## config.mk

```make
export PLATFORM = sky130hd
export DESIGN_NAME = aabb_frustum_cull_unit
export DESIGN_NICKNAME = d
export VERILOG_FILES = /design/src/hw/rtl/afc_pkg.sv /design/src/hw/rtl/aabb_frustum_cull_unit.sv
export VERILOG_INCLUDE_DIRS = /design/src /design/src/hw/rtl
export SDC_FILE = /design/constraint.sdc
export NUM_CORES = 2
export LEC_CHECK = 0
export BUFFER_PORTS_ARGS = -buffer_cell sky130_fd_sc_hd__buf_4
export CORE_MARGIN = 10
export CORE_UTILIZATION = 55
export DETAILED_ROUTE_END_ITERATION = 16
export PLACE_DENSITY = 0.73
export REMOVE_ABC_BUFFERS = 1
export SYNTH_ARGS = -nofsm -noshare
export SYNTH_HDL_FRONTEND = slang
export SYNTH_SLANG_ARGS = --single-unit
```

## constraint.sdc

```tcl
create_clock -name clk_i -period 11.2 [get_ports clk_i]
set_input_delay 2.24 -clock clk_i [delete_from_list [all_inputs] [get_ports clk_i]]
set_output_delay 2.24 -clock clk_i [all_outputs]
set_load 0.02 [all_outputs]
```

## src/hw/rtl/assert_macros.svh

```systemverilog
// assertion macros shared by the rtl
`ifndef ASSERT_MACROS_SVH
`define ASSERT_MACROS_SVH

// property checked on every rising clock edge outside reset
`define AFC_ASSERT(lbl, prop, msg) \
  lbl: assert property (@(posedge clk_i) disable iff (!rst_ni) (prop)) else $error(msg);

// implication checked on every rising clock edge outside reset
`define AFC_ASSERT_IMP(lbl, pre, post, msg) \
  `AFC_ASSERT(lbl, (pre) |-> (post), msg)

`endif

```

## src/hw/rtl/afc_pkg.sv

```systemverilog
// types and constants of the box versus frustum cull unit
package afc_pkg;

  localparam int NumPlanes  = 6;
  localparam int PlaneCntW  = (NumPlanes > 1) ? $clog2(NumPlanes) : 1;
  localparam int PlaneIdxW  = 3;
  localparam int NormW      = 16;
  localparam int CoordW     = 32;
  localparam int ProdW      = NormW + CoordW;
  localparam int AccW       = 51;
  localparam int OffsetSh   = 14;

  localparam logic CmdLoad = 1'b0;
  localparam logic CmdTest = 1'b1;

  typedef enum logic [1:0] {
    CullIdle,
    CullRun,
    CullDrain
  } cull_state_e;

  typedef enum logic [1:0] {
    AxisX,
    AxisY,
    AxisZ
  } axis_e;

  typedef logic signed [NormW-1:0]  norm_t;
  typedef logic signed [CoordW-1:0] coord_t;

endpackage

```

## src/hw/rtl/aabb_frustum_cull_unit.sv

```systemverilog
// Box versus frustum cull unit: p-vertex test against stored planes
//
// Command channel: a beat is taken at a rising edge where start is high and
// busy is low. command_i selects the kind of beat. A load (CmdLoad) writes
// plane_a_i..plane_d_i into slot plane_index_i at the accepting edge and gives no
// result; slots at or above NumPlanes are ignored. A test (CmdTest) takes the
// box corners and raises busy while one shared 16x32 multiplier with a 51-bit
// accumulator steps through the planes, one normal component per cycle.
// busy stays high while the planes are stepped through and while the last
// product drains, and done_o pulses for one cycle afterwards with
// visible_o. A new beat may be taken in the cycle that done_o is high.
// done_o flags the result for that single cycle only; the receiver has no way to
// hold it off and must take it then.
// Reset clears all planes to zero (so every box is culled until planes are
// loaded), returns the sequencer to idle and drops done_o.
module aabb_frustum_cull_unit (
  input  logic                         clk_i,
  input  logic                         rst_ni,
  input  logic                         start,
  output logic                         busy,
  input  logic                         command_i,
  input  logic [afc_pkg::PlaneIdxW-1:0] plane_index_i,
  input  logic signed [15:0]           plane_a_i,
  input  logic signed [15:0]           plane_b_i,
  input  logic signed [15:0]           plane_c_i,
  input  logic signed [31:0]           plane_d_i,
  input  logic signed [31:0]           box_min_x_i,
  input  logic signed [31:0]           box_min_y_i,
  input  logic signed [31:0]           box_min_z_i,
  input  logic signed [31:0]           box_max_x_i,
  input  logic signed [31:0]           box_max_y_i,
  input  logic signed [31:0]           box_max_z_i,
  output logic                         done_o,
  output logic                         visible_o
);
  import afc_pkg::*;

  `include "assert_macros.svh"

  localparam logic [PlaneCntW-1:0] LastPlane = PlaneCntW'(NumPlanes - 1);

  cull_state_e state_q, state_d;
  logic [PlaneCntW-1:0] plane_q, plane_d;
  axis_e axis_q, axis_d;

  norm_t  norm_a_q [NumPlanes];
  norm_t  norm_b_q [NumPlanes];
  norm_t  norm_c_q [NumPlanes];
  coord_t offset_q [NumPlanes];

  coord_t min_x_q, min_y_q, min_z_q, max_x_q, max_y_q, max_z_q;

  logic accept, load_ok, test_go, issue;
  norm_t  n_sel;
  coord_t p_sel;
  logic signed [ProdW-1:0] prod_d, prod_q;
  coord_t offset_sel, prod_off_q;
  logic prod_vld_q, prod_first_q, prod_last_q;
  logic signed [AccW-1:0] acc_q, acc_base, acc_sum;
  logic nonpos, vis_q, vis_now;
  logic done_d, done_q, visible_q;

  assign busy    = (state_q != CullIdle);
  assign accept  = start && !busy;
  assign load_ok = accept && (command_i == CmdLoad) && (32'(plane_index_i) < NumPlanes);
  assign test_go = accept && (command_i == CmdTest);

  // sequencer
  always_ff @(posedge clk_i or negedge rst_ni) begin
    if (!rst_ni) begin
      state_q <= CullIdle;
      plane_q <= '0;
      axis_q  <= AxisX;
    end else begin
      state_q <= state_d;
      plane_q <= plane_d;
      axis_q  <= axis_d;
    end
  end

  always_comb begin
    state_d = state_q;
    plane_d = plane_q;
    axis_d  = axis_q;
    issue   = 1'b0;
    done_d  = 1'b0;
    unique case (state_q)
      CullIdle: begin
        if (test_go) begin
          state_d = CullRun;
          plane_d = '0;
          axis_d  = AxisX;
        end
      end
      CullRun: begin
        issue = 1'b1;
        unique case (axis_q)
          AxisX: axis_d = AxisY;
          AxisY: axis_d = AxisZ;
          default: begin
            axis_d = AxisX;
            if (plane_q == LastPlane) begin
              state_d = CullDrain;
            end else begin
              plane_d = plane_q + 1'b1;
            end
          end
        endcase
      end
      CullDrain: begin
        state_d = CullIdle;
        done_d  = 1'b1;
      end
      default: state_d = CullIdle;
    endcase
  end

  // plane storage
  always_ff @(posedge clk_i or negedge rst_ni) begin
    if (!rst_ni) begin
      for (int i = 0; i < NumPlanes; i++) begin
        norm_a_q[i] <= '0;
        norm_b_q[i] <= '0;
        norm_c_q[i] <= '0;
        offset_q[i] <= '0;
      end
    end else if (load_ok) begin
      norm_a_q[PlaneCntW'(plane_index_i)] <= plane_a_i;
      norm_b_q[PlaneCntW'(plane_index_i)] <= plane_b_i;
      norm_c_q[PlaneCntW'(plane_index_i)] <= plane_c_i;
      offset_q[PlaneCntW'(plane_index_i)] <= plane_d_i;
    end
  end

  // box corners held for the whole test
  always_ff @(posedge clk_i) begin
    if (test_go) begin
      min_x_q <= box_min_x_i;
      min_y_q <= box_min_y_i;
      min_z_q <= box_min_z_i;
      max_x_q <= box_max_x_i;
      max_y_q <= box_max_y_i;
      max_z_q <= box_max_z_i;
    end
  end

  // p-vertex pick and shared multiplier
  always_comb begin
    case (axis_q)
      AxisX: begin
        n_sel = norm_a_q[plane_q];
        p_sel = n_sel[NormW-1] ? min_x_q : max_x_q;
      end
      AxisY: begin
        n_sel = norm_b_q[plane_q];
        p_sel = n_sel[NormW-1] ? min_y_q : max_y_q;
      end
      default: begin
        n_sel = norm_c_q[plane_q];
        p_sel = n_sel[NormW-1] ? min_z_q : max_z_q;
      end
    endcase
  end

  assign offset_sel = offset_q[plane_q];
  assign prod_d     = n_sel * p_sel;

  always_ff @(posedge clk_i) begin
    prod_q     <= prod_d;
    prod_off_q <= offset_sel;
  end

  always_ff @(posedge clk_i or negedge rst_ni) begin
    if (!rst_ni) begin
      prod_vld_q   <= 1'b0;
      prod_first_q <= 1'b0;
      prod_last_q  <= 1'b0;
    end else begin
      prod_vld_q   <= issue;
      prod_first_q <= issue && (axis_q == AxisX);
      prod_last_q  <= issue && (axis_q == AxisZ);
    end
  end

  // accumulate; first term of a plane starts from the aligned offset
  assign acc_base = prod_first_q ? (AccW'(prod_off_q) <<< OffsetSh) : acc_q;
  assign acc_sum  = acc_base + AccW'(prod_q);
  assign nonpos   = acc_sum[AccW-1] || (acc_sum == '0);
  assign vis_now  = vis_q && !(prod_vld_q && prod_last_q && nonpos);

  always_ff @(posedge clk_i) begin
    if (prod_vld_q) begin
      acc_q <= acc_sum;
    end
  end

  always_ff @(posedge clk_i or negedge rst_ni) begin
    if (!rst_ni) begin
      vis_q <= 1'b1;
    end else if (test_go) begin
      vis_q <= 1'b1;
    end else begin
      vis_q <= vis_now;
    end
  end

  // result beat
  always_ff @(posedge clk_i or negedge rst_ni) begin
    if (!rst_ni) begin
      done_q <= 1'b0;
    end else begin
      done_q <= done_d;
    end
  end

  always_ff @(posedge clk_i) begin
    if (done_d) begin
      visible_q <= vis_now;
    end
  end

  assign done_o    = done_q;
  assign visible_o = visible_q;

  `AFC_ASSERT_IMP(a_done_idle, done_o, !busy, "result beat while busy")
  `AFC_ASSERT_IMP(a_test_busy, start && !busy && command_i == CmdTest, ##1 busy,
                  "test beat did not start the sequencer")
  `AFC_ASSERT_IMP(a_done_follows, $fell(busy), done_o, "sequencer ended without result beat")
  `AFC_ASSERT_IMP(a_done_single, done_o, ##1 !done_o, "result beat lasted two cycles")

endmodule
```

==> run_results.csv <==
group,metric,value,unit
placement,dp.final_hpwl,95.9,mm
sta,fmax,0.103,GHz
worst_hold_path,hold_class,"register to register",
clocking,root_buffer,"clkbuf_16",
grt,grt_max_degree,171,
worst_setup_path,cp-start-kind,"register",
sta,post-route-period-util,0.865,
cells_and_area,synthToLayoutAreaGrowth,11.8,%
sta,final.setup_skew,0.0343,ns
synth,ys_seq_elements,816,
clocking,cts-buffers-inserted,87,
clocking,cts_tree,"yes",
worst_setup_path,critPathMostFrequentCell,"fa_1",
synth,synth_area,54100,µm²
clocking,clock_latency,0.68,ns
sta,setup-violations-final,0,
worst_hold_path,min_to,"offset_q[76]",
synth,ys_types,86,
worst_setup_path,ff2ff_setup_slack,1.52,ns
sta,worstMarginPinSlew,1.12,ns
detailed_routing,post_drt_via_cell_ratio,5.80,
sta,rsz0062_at_grt,"no",
placement,dpl_worst_slack,1.67,ns
cells_and_area,final_core_util,0.623,
cells_and_area,final_nets,5798,
clocking,cts_sinks,816,
grt,grt_first_pass_wirelength,211,mm
worst_hold_path,whs_path_depth,1,
clocking,path_clk_slew,0.06,ns
sta,hold_viol,0,
worst_setup_path,critPathRequiredTime,11.76,ns
worst_setup_path,reg2reg_from,"plane_q[0]",
worst_setup_path,critPathSlowestCell,"a211oi_2",
grt,antenna_found_initial,7,
floorplanning,die_x,334,µm
sta,relSlewSlack,0.254,
flow_run,cap_violations,0,
synth,syn_inst,4659,
detailed_routing,wl_met2,66.7,mm
worst_setup_path,critPathBufInv,4,
clocking,cts_resized,0,
floorplanning,start_util,0.557,
detailed_routing,wl,131,mm
sta,layout_min_cycle_time,9.68,ns
clocking,cts_setup_buffers,0,
worst_hold_path,min_from,"offset_q[76]",
floorplanning,core_area,97100,µm²
sta,slew_violations,0,
placement,numPortBuffers,281,
clocking,ctsHoldBuffers,0,
synth,seq_area_frac_synth,0.393,
floorplanning,dieArea,111000,µm²
outcome,status,"finished, final reports clean",
worst_setup_path,cpPeakStageDelay,0.82,ns
placement,place_congestion,0.928,
grt,grt_pass1_vias,38500,
synth,yosys_most_used_dff,"dfrtp_1",
cells_and_area,drive_above_1_share,0.233,
sta,tns,0,ns
detailed_routing,dr.pass1.iters,5,
detailed_routing,met1Wirelength,52.6,mm
floorplanning,ios,282,
worst_setup_path,worst_setup_path_end_kind,"register",
detailed_routing,postRouteAntennaNets,0,
worst_setup_path,reg2reg_to,"prod_q[47]",
detailed_routing,drc,0,
synth,syn_avg_cell_area,11.6,µm²
sta,fin_ws,1.52,ns
grt,grt.total_usage,0.238,
detailed_routing,initialDrtViolationCount,2495,
worst_setup_path,path_max_fanout,14,
worst_setup_path,r2r_cells,27,
synth,ys_warn_count,0,
synth,ys_async_sr_fraction,0.603,
worst_setup_path,cp_data_arrival_time,10.24,ns
detailed_routing,wl_per_cell,21.1,µm
floorplanning,rows,114,
detailed_routing,routed.top_layer,"met5",
detailed_routing,num_vias,36000,
clocking,clk_path_buf_depth,3,
synth,synth_edf_count,244,
detailed_routing,wl_met3,7.68,mm
floorplanning,fp.dieH,334,µm
grt,grt_overflow,0,
clocking,htreeDepth,3,
worst_setup_path,critPathTopFamily,"adder cells",
worst_setup_path,path_class,"register to register",
==> synth_stat cells, types with 81 or more instances <==
| cell | n | area share |
|---|---|---|
| clkbuf_1 | 188 | 0.013 |
| inv_1 | 601 | 0.042 |
| a21oi_1 | 130 | 0.012 |
| dfrtp_1 | 491 | 0.23 |
| fa_1 | 487 | 0.18 |
| mux4_2 | 81 | 0.034 |
| a211oi_1 | 83 | 0.012 |
| edfxtp_1 | 244 | 0.14 |
| ha_1 | 166 | 0.038 |
| nand2_1 | 339 | 0.024 |
| mux2i_1 | 125 | 0.023 |
| nor2_1 | 355 | 0.025 |
| o21ai_0 | 131 | 0.012 |
| mux2_2 | 517 | 0.11 |
==> cells in the final DEF, fill, tap and decap left out, types with 22 or more instances in the layout <==
cell type  count
inv_1        600
mux2_2       517
fa_1         487
dfrtp_1      486
nor2_1       354
buf_4        348
nand2_1      338
edfxtp_1     244
ha_1         166
o21ai_0      130
a21oi_1      128
mux2i_1      125
clkbuf_16     88
mux4_2        81
dfxtp_1       80
a211oi_1      78
nor2b_1       76
xnor2_1       53
a21o_1        44
a211o_1       30
nor3_1        29
xor2_1        26
nand3_1       26
or3_1         22
==> registers in the layout, indices dropped and copies added, names as in the netlist, 2 cells and up <==
signal / cells
min_y_q: 32
prod_q: 48
axis_q: 2
norm_b_q: 96
acc_q: 51
max_y_q: 32
norm_a_q: 96
offset_q: 192
max_z_q: 32
prod_off_q: 32
state_q: 2
min_x_q: 32
plane_q: 3
min_z_q: 32
max_x_q: 32
norm_c_q: 96
==> worst max-delay path by stage <==
| stage | from | cells after the start | slack [ns] | endpoint |
|---|---|---|---|---|
| floorplan | plane_q[0] | 27 | -4.49 | prod_q[47] |
| global placement | plane_q[0] | 27 | 1.80 | prod_q[47] |
| detailed placement | plane_q[0] | 27 | 1.67 | prod_q[47] |
| CTS | plane_q[0] | 27 | 1.63 | prod_q[47] |
| global route | plane_q[0] | 26 | 1.09 | prod_q[47] |
| finish | plane_q[0] | 27 | 1.52 | prod_q[47] |
==> metrics by stage <==
stage | cell area (µm²) | hold slack [ns] | instances
detailed placement | 57600 | 0.488 | 6053
CTS | 60500 | 0.501 | 6212
floorplan | 53100 | 0.458 | 4425
finish | 60500 | 0.500 | 6214
global placement | 57600 | 0.482 | 6053
global route | 60500 | 0.511 | 6214
==> routing by layer <==
| metal | vias up | track usage |
|---|---|---|
| met2 | 1059 | 0.413 |
| met5 | - | 0 |
| met4 | 6 | 0.0771 |
| met1 | 18500 | 0.300 |
| met3 | 257 | 0.0419 |
| li1 | 16100 | - |
==> final cells by class <==
cell class,count,area (µm²)
clock buffers,121,2460
multi-input cells,3007,29800
clock inverters,38,439
diodes,2,5.00
flip-flops and latches,816,21300
inverters,602,2260
repair buffers,352,2690
well taps,1276,1600
fillers,7545,36700
==> kinds of logic after synthesis <==
family / synth area share
adder cells (fa/ha/maj): 0.219
AND/OR/NAND/NOR: 0.0799
multiplexers: 0.165
buffers and inverters: 0.0591
XOR/XNOR: 0.0128
AO/OA/AOI/OAI: 0.0721
flip-flops: 0.393
Power is not shown: default switching activity piles up to over one toggle a cycle in this logic, so the estimate is an artifact.
